==> src/hdl/lkvc_pkg.sv <==
// ----------------------------------------------------------------------------
// lkvc_pkg: shared types and constants of the lru key/value cache
// Request and response transaction layouts, per-entry control and status
// groups, and the fixed field widths and codes used across the block.
// ----------------------------------------------------------------------------
package lkvc_pkg;

  localparam int KEY_W       = 32;
  localparam int CAP_W       = 5;
  localparam int ENTRIES_DEF = 16;

  localparam logic [CAP_W-1:0] CAP_RESET = 5'd16;

  localparam logic MODE_GET = 1'b0;
  localparam logic MODE_PUT = 1'b1;

  localparam logic signed [KEY_W-1:0] NO_VALUE = -32'sd1;
  localparam logic signed [KEY_W-1:0] NO_KEY   = 32'sd0;

  typedef struct packed {
    logic                    mode;
    logic signed [KEY_W-1:0] key;
    logic signed [KEY_W-1:0] value;
  } req_t;

  typedef struct packed {
    logic                    found;
    logic signed [KEY_W-1:0] read_value;
    logic                    evicted;
    logic signed [KEY_W-1:0] evicted_key;
  } rsp_t;

  // update command broadcast to every entry
  typedef struct packed {
    logic en;
    logic inc_all;
    logic wr_key;
    logic wr_val;
  } cell_cmd_t;

  // what each entry reports back
  typedef struct packed {
    logic                    valid;
    logic                    match;
    logic signed [KEY_W-1:0] key;
    logic signed [KEY_W-1:0] value;
  } cell_stat_t;

endpackage

==> src/hdl/lru_key_value_cache.sv <==
// ----------------------------------------------------------------------------
// lru_key_value_cache: fully associative key/value cache, lru replacement
// Register-bank cache with parallel key compare and per-entry recency ranks.
// ----------------------------------------------------------------------------
// usage
//   request channel: drive in_data (mode, key, value) and raise start; the
//   transaction is taken at a clock edge where start is high and busy is low.
//   busy is never raised, so a request can be taken on every cycle
//   response channel: out_valid is high for exactly one cycle with out_data
//   (found, read_value, evicted, evicted_key); the receiver must take it then,
//   there is no back-pressure
//   latency: the response register loads one edge after the request is taken
//   (input register, then one pass of compare/update logic into the response
//   register) and the receiver takes it at the second edge; throughput one
//   transaction per cycle, set by the single-cycle compare over all entries
//   and the rank update done in the same pass
//   configuration: cfg_we with cfg_wdata writes the capacity register; write
//   it only while no transaction is in flight
//   reset: rst_n low clears all valid marks, ranks, occupancy and pending
//   transactions, and sets the capacity to the full entry count
// ----------------------------------------------------------------------------
module lru_key_value_cache #(
  parameter int ENTRIES = lkvc_pkg::ENTRIES_DEF
) (
  input  logic                          clk,
  input  logic                          rst_n,
  input  logic                          start,
  output logic                          busy,
  input  lkvc_pkg::req_t                in_data,
  output logic                          out_valid,
  output lkvc_pkg::rsp_t                out_data,
  input  logic                          cfg_we,
  input  logic [lkvc_pkg::CAP_W-1:0]    cfg_wdata
);

  // rank 0 is most recent; occupancy counts up to the full entry count
  localparam int RANK_W = (ENTRIES > 1) ? $clog2(ENTRIES) : 1;
  localparam int OCC_W  = $clog2(ENTRIES + 1);

  // input register
  logic                 in_vld_r;
  lkvc_pkg::req_t       in_r;

  // response register
  logic                 out_vld_r;
  lkvc_pkg::rsp_t       out_r;

  // capacity and fill state
  logic [lkvc_pkg::CAP_W-1:0] cap_r;
  logic [OCC_W-1:0]           occ_r, occ_nxt;

  // decision results and entry status
  lkvc_pkg::cell_cmd_t          cmd;
  logic [ENTRIES-1:0]           sel;
  logic [RANK_W-1:0]            thresh;
  lkvc_pkg::rsp_t               rsp;
  logic                         occ_inc;
  lkvc_pkg::cell_stat_t         stat [ENTRIES];
  logic [ENTRIES-1:0][RANK_W-1:0] rank;

  // every request goes through in one pass, nothing to hold off
  assign busy = 1'b0;

  always_ff @(posedge clk) begin
    if (!rst_n) begin
      in_vld_r <= 1'b0;
    end else begin
      in_vld_r <= start && !busy;
    end
  end

  always_ff @(posedge clk) begin
    if (start && !busy) begin
      in_r <= in_data;
    end
  end

  always_ff @(posedge clk) begin
    if (!rst_n) begin
      cap_r <= lkvc_pkg::CAP_RESET;
    end else if (cfg_we) begin
      cap_r <= cfg_wdata;
    end
  end

  // one per entry: storage, key compare and rank ageing
  for (genvar g = 0; g < ENTRIES; g++) begin : g_entry
    lkvc_cell #(
      .RANK_W (RANK_W)
    ) u_cell (
      .clk    (clk),
      .rst_n  (rst_n),
      .req    (in_r),
      .cmd    (cmd),
      .sel    (sel[g]),
      .thresh (thresh),
      .stat   (stat[g]),
      .rank   (rank[g])
    );
  end

  // hit / free / victim selection and response build
  lkvc_decide #(
    .ENTRIES (ENTRIES),
    .RANK_W  (RANK_W),
    .OCC_W   (OCC_W)
  ) u_decide (
    .vld     (in_vld_r),
    .req     (in_r),
    .cap     (cap_r),
    .occ     (occ_r),
    .stat    (stat),
    .rank    (rank),
    .cmd     (cmd),
    .sel     (sel),
    .thresh  (thresh),
    .rsp     (rsp),
    .occ_inc (occ_inc)
  );

  // occupancy only grows on a fill; an eviction leaves it unchanged
  assign occ_nxt = occ_inc ? (occ_r + OCC_W'(1)) : occ_r;

  always_ff @(posedge clk) begin
    if (!rst_n) begin
      occ_r     <= '0;
      out_vld_r <= 1'b0;
    end else begin
      occ_r     <= occ_nxt;
      out_vld_r <= in_vld_r;
    end
  end

  always_ff @(posedge clk) begin
    if (in_vld_r) begin
      out_r <= rsp;
    end
  end

  assign out_valid = out_vld_r;
  assign out_data  = out_r;

endmodule

==> src/hdl/lkvc_cell.sv <==
// ----------------------------------------------------------------------------
// lkvc_cell: one cache entry
// Holds key, value, valid mark and recency rank, compares its key with the
// request and applies the broadcast update command.
// ----------------------------------------------------------------------------
module lkvc_cell #(
  parameter int RANK_W = 4
) (
  input  logic                  clk,
  input  logic                  rst_n,
  input  lkvc_pkg::req_t        req,
  input  lkvc_pkg::cell_cmd_t   cmd,
  input  logic                  sel,
  input  logic [RANK_W-1:0]     thresh,
  output lkvc_pkg::cell_stat_t  stat,
  output logic [RANK_W-1:0]     rank
);

  logic                             valid_r, valid_nxt;
  logic [RANK_W-1:0]                rank_r, rank_nxt;
  logic signed [lkvc_pkg::KEY_W-1:0] key_r, key_nxt;
  logic signed [lkvc_pkg::KEY_W-1:0] val_r, val_nxt;

  always_comb begin
    valid_nxt = valid_r;
    rank_nxt  = rank_r;
    key_nxt   = key_r;
    val_nxt   = val_r;
    if (cmd.en) begin
      if (sel) begin
        valid_nxt = 1'b1;
        rank_nxt  = '0;
        if (cmd.wr_key) begin
          key_nxt = req.key;
        end
        if (cmd.wr_val) begin
          val_nxt = req.value;
        end
      end else if (valid_r && (cmd.inc_all || (rank_r < thresh))) begin
        // ages by one behind the entry moved to the front
        rank_nxt = rank_r + 1'b1;
      end
    end
  end

  always_ff @(posedge clk) begin
    if (!rst_n) begin
      valid_r <= 1'b0;
      rank_r  <= '0;
    end else begin
      valid_r <= valid_nxt;
      rank_r  <= rank_nxt;
    end
  end

  always_ff @(posedge clk) begin
    key_r <= key_nxt;
    val_r <= val_nxt;
  end

  assign stat.valid = valid_r;
  assign stat.match = (key_r == req.key);
  assign stat.key   = key_r;
  assign stat.value = val_r;
  assign rank       = rank_r;

endmodule

==> src/hdl/lkvc_decide.sv <==
// ----------------------------------------------------------------------------
// lkvc_decide: request decision logic
// Finds hit, free and victim entries, builds the entry update command and
// the response transaction.
// ----------------------------------------------------------------------------
module lkvc_decide #(
  parameter int ENTRIES = lkvc_pkg::ENTRIES_DEF,
  parameter int RANK_W  = 4,
  parameter int OCC_W   = 5
) (
  input  logic                              vld,
  input  lkvc_pkg::req_t                    req,
  input  logic [lkvc_pkg::CAP_W-1:0]        cap,
  input  logic [OCC_W-1:0]                  occ,
  input  lkvc_pkg::cell_stat_t              stat [ENTRIES],
  input  logic [ENTRIES-1:0][RANK_W-1:0]    rank,
  output lkvc_pkg::cell_cmd_t               cmd,
  output logic [ENTRIES-1:0]                sel,
  output logic [RANK_W-1:0]                 thresh,
  output lkvc_pkg::rsp_t                    rsp,
  output logic                              occ_inc
);

  localparam int CW = (OCC_W > lkvc_pkg::CAP_W) ? OCC_W : lkvc_pkg::CAP_W;

  logic [ENTRIES-1:0] valid_vec, hit_vec, free_vec, vict_vec;
  logic [ENTRIES-1:0] hit_oh, free_oh, vict_oh;
  logic [RANK_W-1:0]  last_rank, hit_rank;
  logic signed [lkvc_pkg::KEY_W-1:0] hit_value, vict_key;
  logic [CW-1:0]      cap_ext, eff_cap;
  logic               room;

  assign last_rank = RANK_W'(occ - OCC_W'(1));

  always_comb begin
    for (int i = 0; i < ENTRIES; i++) begin
      valid_vec[i] = stat[i].valid;
      hit_vec[i]   = stat[i].valid && stat[i].match;
      free_vec[i]  = !stat[i].valid;
      vict_vec[i]  = stat[i].valid && (rank[i] == last_rank);
    end
  end

  // isolate lowest set bit
  assign hit_oh  = hit_vec  & (~hit_vec  + ENTRIES'(1));
  assign free_oh = free_vec & (~free_vec + ENTRIES'(1));
  assign vict_oh = vict_vec & (~vict_vec + ENTRIES'(1));

  always_comb begin
    hit_rank  = '0;
    hit_value = '0;
    vict_key  = '0;
    for (int i = 0; i < ENTRIES; i++) begin
      hit_rank  = hit_rank  | (rank[i] & {RANK_W{hit_oh[i]}});
      hit_value = hit_value | (stat[i].value & {lkvc_pkg::KEY_W{hit_oh[i]}});
      vict_key  = vict_key  | (stat[i].key & {lkvc_pkg::KEY_W{vict_oh[i]}});
    end
  end

  // capacity of zero acts as one, above the entry count it saturates
  assign cap_ext = CW'(cap);
  always_comb begin
    if (cap_ext == '0) begin
      eff_cap = CW'(1);
    end else if (cap_ext > CW'(ENTRIES)) begin
      eff_cap = CW'(ENTRIES);
    end else begin
      eff_cap = cap_ext;
    end
  end
  assign room = (CW'(occ) < eff_cap);

  always_comb begin
    cmd             = '0;
    sel             = '0;
    thresh          = '0;
    occ_inc         = 1'b0;
    rsp.found       = 1'b0;
    rsp.read_value  = lkvc_pkg::NO_VALUE;
    rsp.evicted     = 1'b0;
    rsp.evicted_key = lkvc_pkg::NO_KEY;
    if (|hit_vec) begin
      rsp.found  = 1'b1;
      cmd.en     = 1'b1;
      sel        = hit_oh;
      thresh     = hit_rank;
      cmd.wr_val = (req.mode == lkvc_pkg::MODE_PUT);
      if (req.mode == lkvc_pkg::MODE_GET) begin
        rsp.read_value = hit_value;
      end
    end else if (req.mode == lkvc_pkg::MODE_PUT) begin
      if (room && (|free_vec)) begin
        cmd.en      = 1'b1;
        cmd.inc_all = 1'b1;
        cmd.wr_key  = 1'b1;
        cmd.wr_val  = 1'b1;
        sel         = free_oh;
        occ_inc     = 1'b1;
      end else if (|valid_vec) begin
        rsp.evicted     = 1'b1;
        rsp.evicted_key = vict_key;
        cmd.en          = 1'b1;
        cmd.wr_key      = 1'b1;
        cmd.wr_val      = 1'b1;
        sel             = vict_oh;
        thresh          = last_rank;
      end
    end
    cmd.en  = cmd.en && vld;
    occ_inc = occ_inc && vld;
  end

endmodule
==> config.mk <==
export PLATFORM = sky130hd
export DESIGN_NAME = lru_key_value_cache
export DESIGN_NICKNAME = d
export VERILOG_FILES = /design/src/hdl/lkvc_pkg.sv /design/src/hdl/lru_key_value_cache.sv /design/src/hdl/lkvc_cell.sv /design/src/hdl/lkvc_decide.sv
export SDC_FILE = /design/constraint.sdc
export NUM_CORES = 2
export LEC_CHECK = 0
export BUFFER_PORTS_ARGS = -buffer_cell sky130_fd_sc_hd__buf_2
export CORE_ASPECT_RATIO = 1.4
export CORE_UTILIZATION = 59
export DETAILED_ROUTE_END_ITERATION = 10
export MAX_ROUTING_LAYER = met4
export PLACE_DENSITY = 0.8
export SETUP_SLACK_MARGIN = 0.4
export SYNTH_ARGS = -nofsm -noshare
export SYNTH_HDL_FRONTEND = slang
export SYNTH_SLANG_ARGS = --single-unit
==> constraint.sdc <==
create_clock -name clk -period 9.9 [get_ports clk]
set_input_delay 0.495 -clock clk [delete_from_list [all_inputs] [get_ports clk]]
set_output_delay 0.495 -clock clk [all_outputs]
set_load 0.01 [all_outputs]
==> summary.md <==
| Metric | Value |
|---|---|
| Status | finished, final reports clean |
| Gate Count Post-Synth | 4146 |
| Area used by multi-input combinational logic | 0.01860 mm² |
| Switching power as a share of total power | 0.2255 |
| Number of buffers on the longest clock path | 3 |
| Period utilization | 0.6996 |
| Minimum period implied by the final worst setup slack | 6.926 ns |
| Post-CTS clock slew at the launch and capture registers of the worst setup and hold paths | 0.06 ns |
| Wire length of the first global-routing pass | 259000 µm |
| Die Height | 367.5 µm |
| Unrepaired setup endpoints after global routing | no |
| Std-Cell Core Area | 0.09419 mm² |
| Net count after synthesis | 4258 |
| Number of fill cells in the layout | 6609 |
| Critical path capture point type | register |
| Total design power | 11.16 mW |
| Class of the most critical setup path | reg2reg |
| Total congestion overflow after global routing | 0 |
| End of the worst register-to-register path | g_entry[15].u_cell.val_r[28] |
| Slew margin rel. | 0.1521 |
| Total wire length after detailed routing | 181600 µm |
| Critical Path Source Type | register |
| Area of the die | 0.09666 mm² |
| FMAX | 144.4 MHz |
| Count of TritonRoute iterations in the first routing pass | 9 |
| Total of endpoints with negative setup slack in the final report | 0 |
| Classification of the worst-slack hold path | in2reg |
| Deepest level of the CTS H-tree | 3 |
| Synth warnings | 0 |
| Post-layout worst setup margin | 2.974 ns |
| Number of nets in the finished design | 4430 |
| Grt met2 use | 0.6168 |
| Dominant register cell in the synthesized netlist | edfxtp_1 |
| Portion of the post-synthesis area used by sequential elements | 0.6489 |
| CP Cell Sequence | buf_4, inv_1, ha_1, xnor2_1, nor2_1, and4_2, buf_4, a2111oi_2, nand2_1, or4b_1, and4b_1, nand3_1, nor3_4, buf_4, a21oi_1, nand2_1, nand2_1, nor2_4 |
| Largest fanout on the critical path | 68 |
| Mapped Avg Cell Area | 13.58 µm² |
| Number of CTS-inserted buffers | 110 |
| Share of flip-flops with an asynchronous set or reset | 0 |
| Worst min-delay path startpoint | in_data[41] |
| Worst voltage drop across the vdd grid | 264.2 µV |
| Clock tree root buffer cell | clkbuf_16 |
| Arrival time reported for the critical path endpoint | 7.25 ns |
| Vias in the first global route | 38.22k |
| Standard-cell row count | 133 |
| Number of synthesized flops with an enable pin | 1155 |
| Clock latency of the later-clocked register in the worst-skew pair | 0.74 ns |
| Last weighted congestion value of the routability-driven placer | 1.013 |
| Power density over the cells | 177.0 mW/mm² |
| Slowest cell delay on critical path | 0.92 ns |
| Via count | 39.44k |
| Count of buffers inserted at the top-level ports | 140 |
| Remaining design rule violation count | 0 |
| Clock share of power | 0.419 |
| Area of all sequential standard cells | 0.03653 mm² |
| Startpoint of the most critical setup path | occ_r[0] |
| Clock tree from TritonCTS | built |
| Setup TNS Final | 0 ns |
| HPWL after detailed placement | 120800 µm |
| Post-synth cell types | 95 |
| Proportion of layout cells with a drive suffix above 1 | 0.1196 |
| Pin slew with the least headroom to its limit | 1.272 ns |
| Portion of synthesized cell area occupied by the leading cell type | 0.6162 |
| Growth of design area from synthesis to finish | 12.02% |
| Pre-CTS setup slack | 3.079 ns |
| Power spent charging and discharging nets | 2.517 mW |
| Die width | 263.1 µm |
| Leakage power | 20.01 nW |
| Max-Cap Viols | 0 |
| Vias per cell | 6.996 |
| Reg-to-Reg Start | occ_r[0] |
| Met3 capacity usage during global routing | 0.04559 |
| Number of hold violations in the final report | 0 |
| Destination of the worst hold path | in_r[41] |
| Number of top-level pins | 142 |
| Number of antenna violations at the first check in global routing | 6 |
| Crit path max-delay cell type | nor2_4 |
| Final hold slack | 0.04979 ns |
| Sinks on Clock Net | 1247 |
| Cell-internal power | 8.642 mW |
| Top Usage Layer GRT | met2 |
| Avg WL per Cell | 32.20 µm |
| Worst hold path depth | 1 |
| Cell count of the worst reg-to-reg path | 18 |
| Cell types occupying the most area after synthesis | edfxtp_1, xnor2_1, xor2_1 |
| Global Route met1 Usage | 0.4559 |
| Critical Path RT | 10.22 ns |
| Portion of total power attributed to sequential cells | 0.529 |
| Total routing usage reported by global routing | 0.3821 |
| Starting Density | 0.5976 |
| Cell accounting for the most synthesized area | edfxtp_1 |
| Clock skew | 0.03289 ns |
| Setup slack on the worst flop-to-flop path | 2.97 ns |
| Initial DRC Count | 5520 |
| Remaining antenna violation count | 0 |
| Proportion of power drawn by combinational gates | 0.052 |
| Largest net degree at the start of global routing | 74 |
| Post-synthesis instance area | 0.05629 mm² |
| Seq cells post-synth | 1247 |
| Number of max-slew violations in the final report | 0 |
-- per-stage QoR --
stage | utilization | cells | instance area, µm²
6_report | 0.6695 | 5638 | 63060
5_1_grt | 0.6695 | 5637 | 63050
4_1_cts | 0.6693 | 5630 | 63040
3_5_place_dp | 0.6213 | 5362 | 58520
3_3_place_gp | 0.6213 | 5362 | 58520
2_1_floorplan | - | 4146 | 56290
-- flip-flops by register name, summed over array words and instances, names as in the netlist, 5 cells and up --
signal	flops
g_entry.u_cell.val_r	512
occ_r	5
g_entry.u_cell.valid_r	16
in_r	65
g_entry.u_cell.key_r	512
cap_r	5
out_data	66
g_entry.u_cell.rank	64
-- placed cells by master, fill, tap and decap left out, types with 42 or more instances in the layout --
cell type      instances
a221o_1               64
nand2_1              232
nand4_1              205
mux2i_1               42
inv_1                 82
clkbuf_16            111
o21ai_0               66
xor2_1               274
nor2_1               111
o31ai_1               46
a221oi_1              99
a21oi_1               82
nor4_1               110
a222oi_1              66
buf_4                112
xnor2_1              300
nor3_1                65
nand3_1               96
edfxtp_1            1155
a22oi_1              206
dlygate4sd3_1         59
buf_2                139
dfxtp_1               91
-- worst max path at each step --
stage / endpoint / slack (ns) / cells past startpoint
finish: g_entry[15].u_cell.val_r[28] / 2.97 / 18
global route: g_entry[14].u_cell.rank[1] / 2.54 / 21
CTS: g_entry[15].u_cell.val_r[28] / 3.04 / 18
detailed placement: g_entry[14].u_cell.rank[1] / 3.08 / 21
global placement: g_entry[14].u_cell.rank[0] / 3.15 / 21
floorplan: g_entry[3].u_cell.val_r[0] / 3.70 / 15
-- repair_timing --
item	4_1_cts	5_1_grt
resized for setup	0	0
hold buffers	59	0
hold endpoints to repair	59	0
setup buffers	0	0
-- cell type report --
class                           instances  area share
Clock inverter                         66     0.01542
Timing Repair Buffer                  311     0.03405
Antenna cell                            8   0.0003175
Sequential cell                      1247      0.5793
Multi-Input combinational cell       2565      0.2950
Tap cell                             1215     0.02411
Inverter                               83    0.004941
Clock buffer                          143     0.04691
-- power by group through the flow --
stage | Clock (mW) | Combinational [mW] | Sequential [mW]
CTS | 4.68 | 0.562 | 5.90
finish | 4.68 | 0.581 | 5.90
floorplan | 0 | 0.317 | 6.00
detailed placement | 0 | 0.541 | 6.01
global placement | 0 | 0.542 | 6.01
global route | 4.85 | 0.597 | 5.91
-- routing by layer --
layer	vias up	part of all wire
li1	16690	-
met1	19480	0.35
met2	2689	0.49
met3	582	0.089
met4	0	0.074
met5	-	0
-- cells in the mapped netlist, types with 66 or more instances --
library cell and count:
edfxtp_1 1155, xnor2_1 301, xor2_1 274, nand2_1 232
a22oi_1 206, nand4_1 205, clkbuf_1 151, nor2_1 150
nor4_1 111, a221oi_1 99, nand3_1 96, dfxtp_1 92
a21oi_1 84, inv_1 82, nor3_1 71, o21ai_0 67
a222oi_1 66
-- critical path, delay by kind of cell (launching register included) --
kind,cells,cell delay (ns)
xor gates and xnor gates,1,0.19
AOI/OAI and AO/OA,2,0.76
DFF,1,0.32
buffers and inverters,4,1.26
adders and majority gates,1,0.67
and+or+nand+nor,10,3.29
-- logic make-up (layout without fill, tap and decap cells) --
| family | after synthesis | count (layout) | synth area share |
|---|---|---|---|
| flip-flops | 1247 | 1247 | 0.6489 |
| AO/OA/AOI/OAI | 781 | 781 | 0.1066 |
| buffers and inverters | 334 | 603 | 0.02690 |
| adder cells (fa/ha/maj) | 39 | 39 | 0.008647 |
| other | 1 | 9 | 0.00006662 |
| AND/OR/NAND/NOR | 1120 | 1120 | 0.1097 |
| multiplexers | 45 | 45 | 0.008069 |
| XOR/XNOR | 579 | 579 | 0.09116 |
Power figures use the tool's default switching activity.
